<file path="src/design/scled_pkg.sv">
`timescale 1ns / 1ps

package scled_pkg;

  // Input op codes
  localparam logic OpByte = 1'b0;
  localparam logic OpTick = 1'b1;

  // Characters and reload values
  localparam logic [7:0] FrameMark  = 8'd42;   // '*'
  localparam logic [7:0] DigitBase  = 8'd48;   // '0'
  localparam logic [7:0] ChanFirst  = 8'd49;   // '1'
  localparam logic [7:0] ChanLast   = 8'd51;   // '3'
  localparam logic [7:0] ReloadSlow = 8'd50;
  localparam logic [7:0] ReloadMid  = 8'd100;
  localparam logic [7:0] ReloadFast = 8'd150;

  // Level digit codes, relative to '0'
  localparam logic [7:0] LvlSlow = 8'd1;
  localparam logic [7:0] LvlMid  = 8'd2;
  localparam logic [7:0] LvlFast = 8'd3;
  localparam logic [7:0] LvlHigh = 8'd4;
  localparam logic [7:0] LvlLow  = 8'd5;

  localparam int NumLeds = 3;

  typedef struct packed {
    logic       op;
    logic [7:0] rx_byte;
  } in_t;

  typedef struct packed {
    logic [2:0] led_levels;
    logic       command_done;
    logic       overflow;
  } out_t;

  // Controller to datapath commands
  typedef struct packed {
    logic tick;
    logic store;
    logic walk_start;
    logic issue;
    logic decode;
    logic finish;
    logic load_out;
    logic done;
    logic ovf;
  } cmd_t;

  // Datapath to controller status
  typedef struct packed {
    logic full;
    logic pairs_zero;
    logic rd_last;
  } stat_t;

endpackage

</file>
<file path="src/design/scled_dp.sv">
`timescale 1ns / 1ps

module scled_dp import scled_pkg::*; #(
  parameter int BUFFER_BYTES = 32
) (
  input  logic       clk_i,
  input  logic       rst_ni,
  input  logic [7:0] rx_byte_i,
  input  cmd_t       cmd_i,
  output stat_t      stat_o,
  output out_t       out_data_o
);

  localparam int Pairs  = (BUFFER_BYTES + 1) / 2;
  localparam int PairAw = (Pairs > 1) ? $clog2(Pairs) : 1;
  localparam int WiW    = $clog2(BUFFER_BYTES + 1);
  localparam int PcW    = $clog2(Pairs + 1);
  localparam int CmpW   = WiW + PairAw + 1;
  localparam int BndW   = PcW + WiW + 1;

  // Frame buffer, one pair of bytes per word
  logic [15:0] mem [Pairs];

  logic [WiW-1:0]    wi_q, wi_d;
  logic [PcW-1:0]    pnz_q, pnz_d;
  logic              lo_zero_q, lo_zero_d;
  logic [PairAw-1:0] ptr_q;
  logic [15:0]       rdata_q;
  logic              hi_ok_q;
  logic [7:0]        reload_q [NumLeds];
  logic [7:0]        reload_d [NumLeds];
  logic [7:0]        count_q  [NumLeds];
  logic [7:0]        count_d  [NumLeds];
  logic [7:0]        cnt_dec  [NumLeds];
  logic [2:0]        led_q, led_d;
  out_t              out_q;

  logic [PairAw-1:0] wr_addr;
  logic              wr_hi;
  logic              byte_nz;
  logic              hi_ok;
  logic [7:0]        ch, dg, lvl, ch_off;
  logic [1:0]        chan;
  logic              ch_ok;

  assign wr_addr = PairAw'(wi_q >> 1);
  assign wr_hi   = wi_q[0];
  assign byte_nz = (rx_byte_i != 8'd0);
  // second byte of the pair only counts if it was written this frame
  assign hi_ok   = CmpW'({ptr_q, 1'b1}) < CmpW'(wi_q);

  // Buffer write and pair read
  always_ff @(posedge clk_i) begin
    if (cmd_i.store) begin
      if (wr_hi) begin
        mem[wr_addr][15:8] <= rx_byte_i;
      end else begin
        mem[wr_addr][7:0] <= rx_byte_i;
      end
    end
    if (cmd_i.issue) begin
      rdata_q <= mem[ptr_q];
      hi_ok_q <= hi_ok;
    end
  end

  // Fill index and running count of non-zero pairs
  always_comb begin
    wi_d      = wi_q;
    pnz_d     = pnz_q;
    lo_zero_d = lo_zero_q;
    if (cmd_i.finish) begin
      wi_d      = '0;
      pnz_d     = '0;
      lo_zero_d = 1'b1;
    end else if (cmd_i.store) begin
      wi_d = wi_q + 1'b1;
      if (!wr_hi) begin
        lo_zero_d = !byte_nz;
        if (byte_nz) pnz_d = pnz_q + 1'b1;
      end else if (byte_nz && lo_zero_q) begin
        pnz_d = pnz_q + 1'b1;
      end
    end
  end

  // Pair decode
  assign ch     = rdata_q[7:0];
  assign dg     = hi_ok_q ? rdata_q[15:8] : 8'd0;
  assign lvl    = dg - DigitBase;
  assign ch_ok  = (ch >= ChanFirst) && (ch <= ChanLast);
  assign ch_off = ch - ChanFirst;
  assign chan   = ch_off[1:0];

  for (genvar n = 0; n < NumLeds; n++) begin : g_dec
    assign cnt_dec[n] = count_q[n] - 8'd1;
  end

  // Blink counters and LED levels
  always_comb begin
    led_d    = led_q;
    reload_d = reload_q;
    count_d  = count_q;
    if (cmd_i.tick) begin
      for (int n = 0; n < NumLeds; n++) begin
        if (count_q[n] != 8'd0) begin
          count_d[n] = cnt_dec[n];
          if (cnt_dec[n] == 8'd1) begin
            led_d[n]   = ~led_q[n];
            count_d[n] = reload_q[n];
          end
        end
      end
    end
    if (cmd_i.decode && ch_ok) begin
      unique case (lvl)
        LvlSlow: begin
          reload_d[chan] = ReloadSlow;
          count_d[chan]  = ReloadSlow;
        end
        LvlMid: begin
          reload_d[chan] = ReloadMid;
          count_d[chan]  = ReloadMid;
        end
        LvlFast: begin
          reload_d[chan] = ReloadFast;
          count_d[chan]  = ReloadFast;
        end
        LvlHigh: begin
          led_d[chan]    = 1'b1;
          reload_d[chan] = 8'd0;
          count_d[chan]  = 8'd0;
        end
        LvlLow: begin
          led_d[chan]    = 1'b0;
          reload_d[chan] = 8'd0;
          count_d[chan]  = 8'd0;
        end
        default: begin
          reload_d[chan] = 8'd0;
          count_d[chan]  = 8'd0;
        end
      endcase
    end
  end

  // Control state
  always_ff @(posedge clk_i or negedge rst_ni) begin
    if (!rst_ni) begin
      wi_q      <= '0;
      pnz_q     <= '0;
      lo_zero_q <= 1'b1;
      ptr_q     <= '0;
      led_q     <= '0;
      for (int n = 0; n < NumLeds; n++) begin
        reload_q[n] <= 8'd0;
        count_q[n]  <= 8'd0;
      end
    end else begin
      wi_q      <= wi_d;
      pnz_q     <= pnz_d;
      lo_zero_q <= lo_zero_d;
      led_q     <= led_d;
      reload_q  <= reload_d;
      count_q   <= count_d;
      if (cmd_i.walk_start) begin
        ptr_q <= '0;
      end else if (cmd_i.issue) begin
        ptr_q <= ptr_q + 1'b1;
      end
    end
  end

  // Result register
  always_ff @(posedge clk_i) begin
    if (cmd_i.load_out) begin
      out_q.led_levels   <= led_d;
      out_q.command_done <= cmd_i.done;
      out_q.overflow     <= cmd_i.ovf;
    end
  end

  assign out_data_o        = out_q;
  assign stat_o.full       = (wi_q == WiW'(BUFFER_BYTES));
  assign stat_o.pairs_zero = (pnz_q == '0);
  assign stat_o.rd_last    = ((PcW'(ptr_q) + 1'b1) == pnz_q);

  // never store into a full buffer
  a_no_store_full: assert property (@(posedge clk_i) disable iff (!rst_ni)
    cmd_i.store |-> !stat_o.full)
    else $error("store into full buffer");

  // non-zero pairs never exceed pairs touched so far
  a_pnz_bound: assert property (@(posedge clk_i) disable iff (!rst_ni)
    BndW'({pnz_q, 1'b0}) <= (BndW'(wi_q) + BndW'(1)))
    else $error("pair count exceeds fill");

  // a buffer walk only runs over a non-empty pair count
  a_walk_nonempty: assert property (@(posedge clk_i) disable iff (!rst_ni)
    cmd_i.issue |-> (pnz_q != '0))
    else $error("walk with zero pairs");

endmodule

</file>
<file path="src/design/scled_ctrl.sv">
`timescale 1ns / 1ps

module scled_ctrl import scled_pkg::*; (
  input  logic  clk_i,
  input  logic  rst_ni,
  input  logic  in_valid_i,
  input  in_t   in_data_i,
  input  logic  out_stall_i,
  input  stat_t stat_i,
  output logic  in_stall_o,
  output logic  out_valid_o,
  output cmd_t  cmd_o
);

  localparam logic [1:0] StIdle  = 2'd0;
  localparam logic [1:0] StWalk  = 2'd1;
  localparam logic [1:0] StDrain = 2'd2;

  logic [1:0] state_q, state_d;
  logic       in_frame_q, in_frame_d;
  logic       dec_q, dec_d;
  logic       out_valid_q, out_valid_d;
  logic       is_mark;
  logic       accept;
  cmd_t       cmd;

  assign is_mark    = (in_data_i.rx_byte == FrameMark);
  assign in_stall_o = (state_q != StIdle) || (out_valid_q && out_stall_i);
  assign accept     = in_valid_i && !in_stall_o;

  // Next state and commands
  always_comb begin
    cmd        = '0;
    state_d    = state_q;
    in_frame_d = in_frame_q;
    dec_d      = 1'b0;
    unique case (state_q)
      StIdle: begin
        if (accept) begin
          cmd.load_out = 1'b1;
          if (in_data_i.op == OpTick) begin
            cmd.tick = 1'b1;
          end else if (!in_frame_q) begin
            if (is_mark) in_frame_d = 1'b1;
          end else if (!is_mark) begin
            if (stat_i.full) begin
              cmd.ovf = 1'b1;
            end else begin
              cmd.store = 1'b1;
            end
          end else begin
            in_frame_d = 1'b0;
            if (stat_i.pairs_zero) begin
              cmd.finish = 1'b1;
              cmd.done   = 1'b1;
            end else begin
              cmd.load_out   = 1'b0;
              cmd.walk_start = 1'b1;
              state_d        = StWalk;
            end
          end
        end
      end
      StWalk: begin
        // read one pair per cycle, decode the one read before
        cmd.issue  = 1'b1;
        cmd.decode = dec_q;
        dec_d      = 1'b1;
        if (stat_i.rd_last) state_d = StDrain;
      end
      StDrain: begin
        cmd.decode   = dec_q;
        cmd.finish   = 1'b1;
        cmd.done     = 1'b1;
        cmd.load_out = 1'b1;
        state_d      = StIdle;
      end
      default: begin
        state_d = StIdle;
      end
    endcase
  end

  assign out_valid_d = cmd.load_out || (out_valid_q && out_stall_i);

  always_ff @(posedge clk_i or negedge rst_ni) begin
    if (!rst_ni) begin
      state_q     <= StIdle;
      in_frame_q  <= 1'b0;
      dec_q       <= 1'b0;
      out_valid_q <= 1'b0;
    end else begin
      state_q     <= state_d;
      in_frame_q  <= in_frame_d;
      dec_q       <= dec_d;
      out_valid_q <= out_valid_d;
    end
  end

  assign cmd_o       = cmd;
  assign out_valid_o = out_valid_q;

  // a pending result is never overwritten
  a_no_overwrite: assert property (@(posedge clk_i) disable iff (!rst_ni)
    cmd.load_out |-> (!out_valid_q || !out_stall_i))
    else $error("result register overwritten");

  // the last read is followed by its decode and the frame finish
  a_last_drain: assert property (@(posedge clk_i) disable iff (!rst_ni)
    (state_q == StWalk && stat_i.rd_last) |=> (state_q == StDrain && dec_q))
    else $error("walk end without drain");

  // decode and tick never share a cycle
  a_dec_tick: assert property (@(posedge clk_i) disable iff (!rst_ni)
    cmd.decode |-> !cmd.tick && (state_q != StIdle))
    else $error("decode outside walk");

endmodule

</file>
<file path="src/design/serial_command_led_blinker_top.sv">
`timescale 1ns / 1ps

// Serial command LED blinker.
// Input channel (in_valid_i / in_stall_o / in_data_i): one transaction per
// received serial byte (op = byte) or timer tick (op = tick). Output channel
// (out_valid_o / out_stall_i / out_data_o): exactly one result per input,
// carrying the LED levels and the frame-done and overflow flags.
// Ticks and bytes that do not close a frame give their result in the
// cycle after acceptance, and a new input can be taken every cycle while
// results are taken. A closing '*' walks the frame buffer one byte pair per
// cycle through its single read port: the result follows a walk over the
// frame's P non-zero pairs (an empty frame is not walked), and the input is
// stalled over that walk.
// Reset clears the frame state, fill count, blink counters and LED levels;
// buffer contents are not cleared, the fill count masks stale bytes.
// When the receiver stalls, the result is held in the output register and
// the input stalls only once a second result would be needed.
module serial_command_led_blinker_top import scled_pkg::*; #(
  parameter int BUFFER_BYTES = 32
) (
  input  logic clk_i,
  input  logic rst_ni,
  input  logic in_valid_i,
  output logic in_stall_o,
  input  in_t  in_data_i,
  output logic out_valid_o,
  input  logic out_stall_i,
  output out_t out_data_o
);

  cmd_t  cmd;
  stat_t stat;

  scled_ctrl u_ctrl (
    .clk_i       (clk_i),
    .rst_ni      (rst_ni),
    .in_valid_i  (in_valid_i),
    .in_data_i   (in_data_i),
    .out_stall_i (out_stall_i),
    .stat_i      (stat),
    .in_stall_o  (in_stall_o),
    .out_valid_o (out_valid_o),
    .cmd_o       (cmd)
  );

  scled_dp #(
    .BUFFER_BYTES (BUFFER_BYTES)
  ) u_dp (
    .clk_i      (clk_i),
    .rst_ni     (rst_ni),
    .rx_byte_i  (in_data_i.rx_byte),
    .cmd_i      (cmd),
    .stat_o     (stat),
    .out_data_o (out_data_o)
  );

endmodule
</file>
<file path="config.mk">
export PLATFORM = sky130hd
export DESIGN_NAME = serial_command_led_blinker_top
export DESIGN_NICKNAME = d
export VERILOG_FILES = /design/src/design/scled_pkg.sv /design/src/design/scled_dp.sv /design/src/design/scled_ctrl.sv /design/src/design/serial_command_led_blinker_top.sv
export SDC_FILE = /design/constraint.sdc
export NUM_CORES = 1
export LEC_CHECK = 0
export CORE_MARGIN = 1
export CORE_UTILIZATION = 65
export CTS_CLUSTER_DIAMETER = 50
export DETAILED_ROUTE_END_ITERATION = 7
export DONT_BUFFER_PORTS = 1
export GPL_ROUTABILITY_DRIVEN = 0
export PLACE_DENSITY = 0.81
export SLEW_MARGIN = 15
export SYNTH_ARGS = -nofsm -noshare
export SYNTH_HDL_FRONTEND = slang
export SYNTH_HIERARCHICAL = 1
export SYNTH_SLANG_ARGS = --single-unit
</file>
<file path="constraint.sdc">
create_clock -name clk_i -period 4.7 [get_ports clk_i]
set_input_delay 0.47 -clock clk_i [delete_from_list [all_inputs] [get_ports clk_i]]
set_output_delay 0.47 -clock clk_i [all_outputs]
set_load 0.01 [all_outputs]
</file>
==> summary.md <==
| Metric | Value |
|---|---|
| NumNets Final | `1073` |
| Cell Area, Synth | `0.0152 mm²` |
| Setup Skew | `0.0226 ns` |
| Worst-path clk slew | `0.06 ns` |
| Max-Cap Viols | `0` |
| Compound-Gate Fraction of Synth Area | `0.0869` |
| Avg Cell Area, Syn | `14.7 µm²` |
| Ys async rst share | `0.206` |
| Gr usage total | `0.281` |
| Fmax | `288 MHz` |
| Post-DP HPWL | `19900 µm` |
| Routed WL | `32600 µm` |
| Number of port buffers | `0` |
| Worst-margin pin slew | `1.09 ns` |
| Flop2flop setup slack | `1.23 ns` |
| Slew Viols, Final | `0` |
| Clk sinks | `350` |
| Die Width | `155 µm` |
| Seq/Total Area, Yosys | `0.667` |
| Final hold violation count | `0` |
| Post-CTS Resized | `0` |
| Critical Path Sink Type | `flop` |
| Post-synthesis simple-gate area fraction | `0.0959` |
| Clk pwr share | `0.470` |
| CP Launch Type | `flop` |
| Crit. Startpoint | `u_dp/wi_q[1]$_DFFE_PN0P_` |
| Num rows | `55` |
| Hold Startpoint | `in_data_i[7]` |
| Worst-case reg-to-reg path depth | `9` |
| Final setup vio count | `0` |
| Layout cells sized above 1 | `0.144` |
| Detailed Routing Iterations Pass 1 | `5` |
| Switching Fraction | `0.184` |
| Total power | `6.34 mW` |
| Vias in the first global route | `8921` |
| Routed Antenna Nets | `0` |
| Hold endpoint | `u_dp/mem[6][7]$_DFFE_PP_` |
| R2R Path Start | `u_dp/wi_q[1]$_DFFE_PN0P_` |
| Diodes inserted | `0` |
| Setup TNS | `0 ns` |
| Pin count of the biggest net entering global routing | `73` |
| Synth Area in Adders | `0.0156` |
| Core ar. | `0.0228 mm²` |
| DR vias/cell | `6.56` |
| Crit-path max FO | `11` |
| Syn. warnings | `6` |
| Worst-path cell chain | `inv_1, ha_1, nand3_1, nor2_1, nor4_2, buf_4, nor2b_1, nand3_1, nor3_1` |
| Area leader, netlist | `edfxtp_1` |
| DRC errors left | `0` |
| CTS H-tree depth | `2` |
| RSZ-0062 raised after global routing | `no` |
| CP dominant cell by count | `nand3_1` |
| Post-synth EDFFs | `278` |
| Post-route cell area | `0.0168 mm²` |
| Maximum VDD drop | `537 µV` |
| Via count | `9050` |
| Post-synthesis mux area share | `0.0978` |
| Crit path time final | `3.47 ns` |
| Critical path class | `flop to flop` |
| FF/Latch Area | `0.0102 mm²` |
| Fill count | `1368` |
| Synthesized Nets | `1069` |
| Pleak | `5.69 nW` |
| Flop pwr share | `0.527` |
| Netlist cell types | `81` |
| DRT iter0 DRCs | `1018` |
| Largest family of logic cells by synthesized area | `multiplexers` |
| Net Switching | `1.17 mW` |
| Post-Place Cells | `1312` |
| Worst-Skew Late Latency | `0.53 ns` |
| CTS buffer count | `38` |
| Synthesis-stage register bit count | `350` |
| Most frequent cell after synthesis | `edfxtp_1` |
| Setup bufs post-CTS | `0` |
| Critical path's slowest cell | `nor3_1` |
| Die area | `0.0240 mm²` |
| Die height | `155 µm` |
| Global route overflow | `0` |
| Max stage delay on crit path | `0.87 ns` |
| Io pins | `20` |
| Power per cell area | `377 mW/mm²` |
| Outcome | `finished clean` |
| Synth top cells by count | `278 x edfxtp_1, 72 x nand2_1, 71 x dfrtp_1, 68 x nor2_1, 62 x mux2i_1` |
| Layout area overhead | `10.5%` |
| Post-synthesis xor/xnor area fraction | `0.0173` |
| Hold path cells | `0` |
| CTS Hold Bufs | `2` |
| Cell count after synthesis | `1037` |
| Max-Slew Margin vs Limit | `0.266` |
| CTS tree | `done` |
| Finished Layout Cells | `1380` |
| Initial antenna violation count | `0` |
| Avg WL per Cell | `23.6 µm` |
| Initial Utilization | `0.668` |
| Worst path arrival time | `3.61 ns` |
| Internal | `5.17 mW` |
| Critical Path RT | `4.85 ns` |
| Post-layout util | `0.738` |
| RR Endpoint | `u_dp/mem[8][7]$_DFFE_PP_` |
| CTS root buf | `clkbuf_16` |
| Most used flip-flop cell after synthesis | `edfxtp_1` |
| Multi-input gate area | `0.00478 mm²` |
| First-pass GRT wire length | `50400 µm` |
| Tcrit/Tclk final | `0.738` |
| Dpl cell area | `0.0155 mm²` |
| Max Buffers Root-to-Sink | `3` |
| HP Class | `primary input to flop` |
| Synth area leaders | `edfxtp_1 55%, dfrtp_1 12%, mux4_2 4.7%` |
| Comb pwr share | `0.003` |
| Yosys top cell area share | `0.549` |
worst max-delay path: cells and delay by family, from the launching register on:
kind	cells	cell delay, ns
simple gates	6	1.92
buf+inv	2	0.40
flops	1	0.56
fa+ha+maj	1	0.21
cells in the final DEF, fill, tap and decap left out, drive strengths merged, types with 8 or more instances in the layout:
cell,instances
edfxtp,278
nand2,72
dfrtp,71
nor2,69
mux2i,62
clkbuf,54
o21ai,52
a21oi,41
mux4,32
nor3,23
inv,22
a221oi,21
a22oi,20
nand3,19
ha,19
xnor2,17
buf,15
a31oi,13
mux2,13
nand4,10
xor2,10
and2,10
nor4,10
o31ai,9
nand2b,8
a21o,8
nor2b,8
a211oi,8
flip-flops by register name, indices dropped and copies added, names as in the netlist, 2 cells and up:
| signal | flops |
|---|---|
| u_ctrl/state_q | 2 |
| u_dp/count_q | 24 |
| u_dp/pnz_q | 5 |
| u_dp/mem | 256 |
| u_dp/reload_q | 24 |
| u_dp/rdata_q | 16 |
| u_dp/wi_q | 6 |
| u_dp/out_data_o | 5 |
| u_dp/led_q | 3 |
| u_dp/ptr_q | 4 |
power by group through the flow:
stage | Sequential [mW] | Combinational (mW) | Clock (mW)
2_1_floorplan | 3.41 | 0.00158 | 0
3_5_place_dp | 3.41 | 0.00169 | 0
4_1_cts | 3.34 | 0.0184 | 3.03
5_1_grt | 3.34 | 0.0204 | 3.13
3_3_place_gp | 3.41 | 0.00168 | 0
6_report | 3.34 | 0.0174 | 2.98
how the worst max path moves through the flow:
| stage | end | slack (ns) | cells after the start |
|---|---|---|---|
| 2_1_floorplan | u_dp/mem[12][0]$_DFFE_PP_ | 1.60 | 10 |
| 3_3_place_gp | u_dp/mem[8][7]$_DFFE_PP_ | 1.41 | 9 |
| 6_report | u_dp/mem[8][7]$_DFFE_PP_ | 1.23 | 9 |
| 4_1_cts | u_dp/mem[8][4]$_DFFE_PP_ | 1.32 | 9 |
| 5_1_grt | u_dp/mem[8][1]$_DFFE_PP_ | 0.97 | 9 |
| 3_5_place_dp | u_dp/mem[8][7]$_DFFE_PP_ | 1.29 | 9 |
logic make-up (layout without fill, tap and decap cells):
kind of cell	Yosys count	in the layout
AO/OA/AOI/OAI	195	195
AND/OR/NAND/NOR	267	267
XOR/XNOR	27	27
buffers and inverters	72	102
adder cells (fa/ha/maj)	19	19
flip-flops	350	350
multiplexers	107	107
per-stage QoR:
step	worst slack, ns	hold slack, ns
final	1.23	0.0373
after detailed placement	1.29	0.176
after global routing	0.965	0.0270
after CTS	1.32	0.0187
after global placement	1.41	0.176
after floorplan	1.60	0.174
routing by layer:
metal,global-route usage,wire length [µm],up-vias
li1,-,-,4026
met1,0.386,13200,4484
met2,0.445,15500,436
met3,0.0557,2560,104
met4,0.119,1260,0
met5,0,0,-
cell type report:
type                            count  area share
Sequential cell                   350       0.604
Tap cell                          313      0.0233
Clock buffer                       54      0.0644
Inverter                           20     0.00447
Timing Repair Buffer               16     0.00923
Multi-Input combinational cell    615       0.284
Clock inverter                     12      0.0103
No activity file was read; power rests on OpenSTA's default activity.
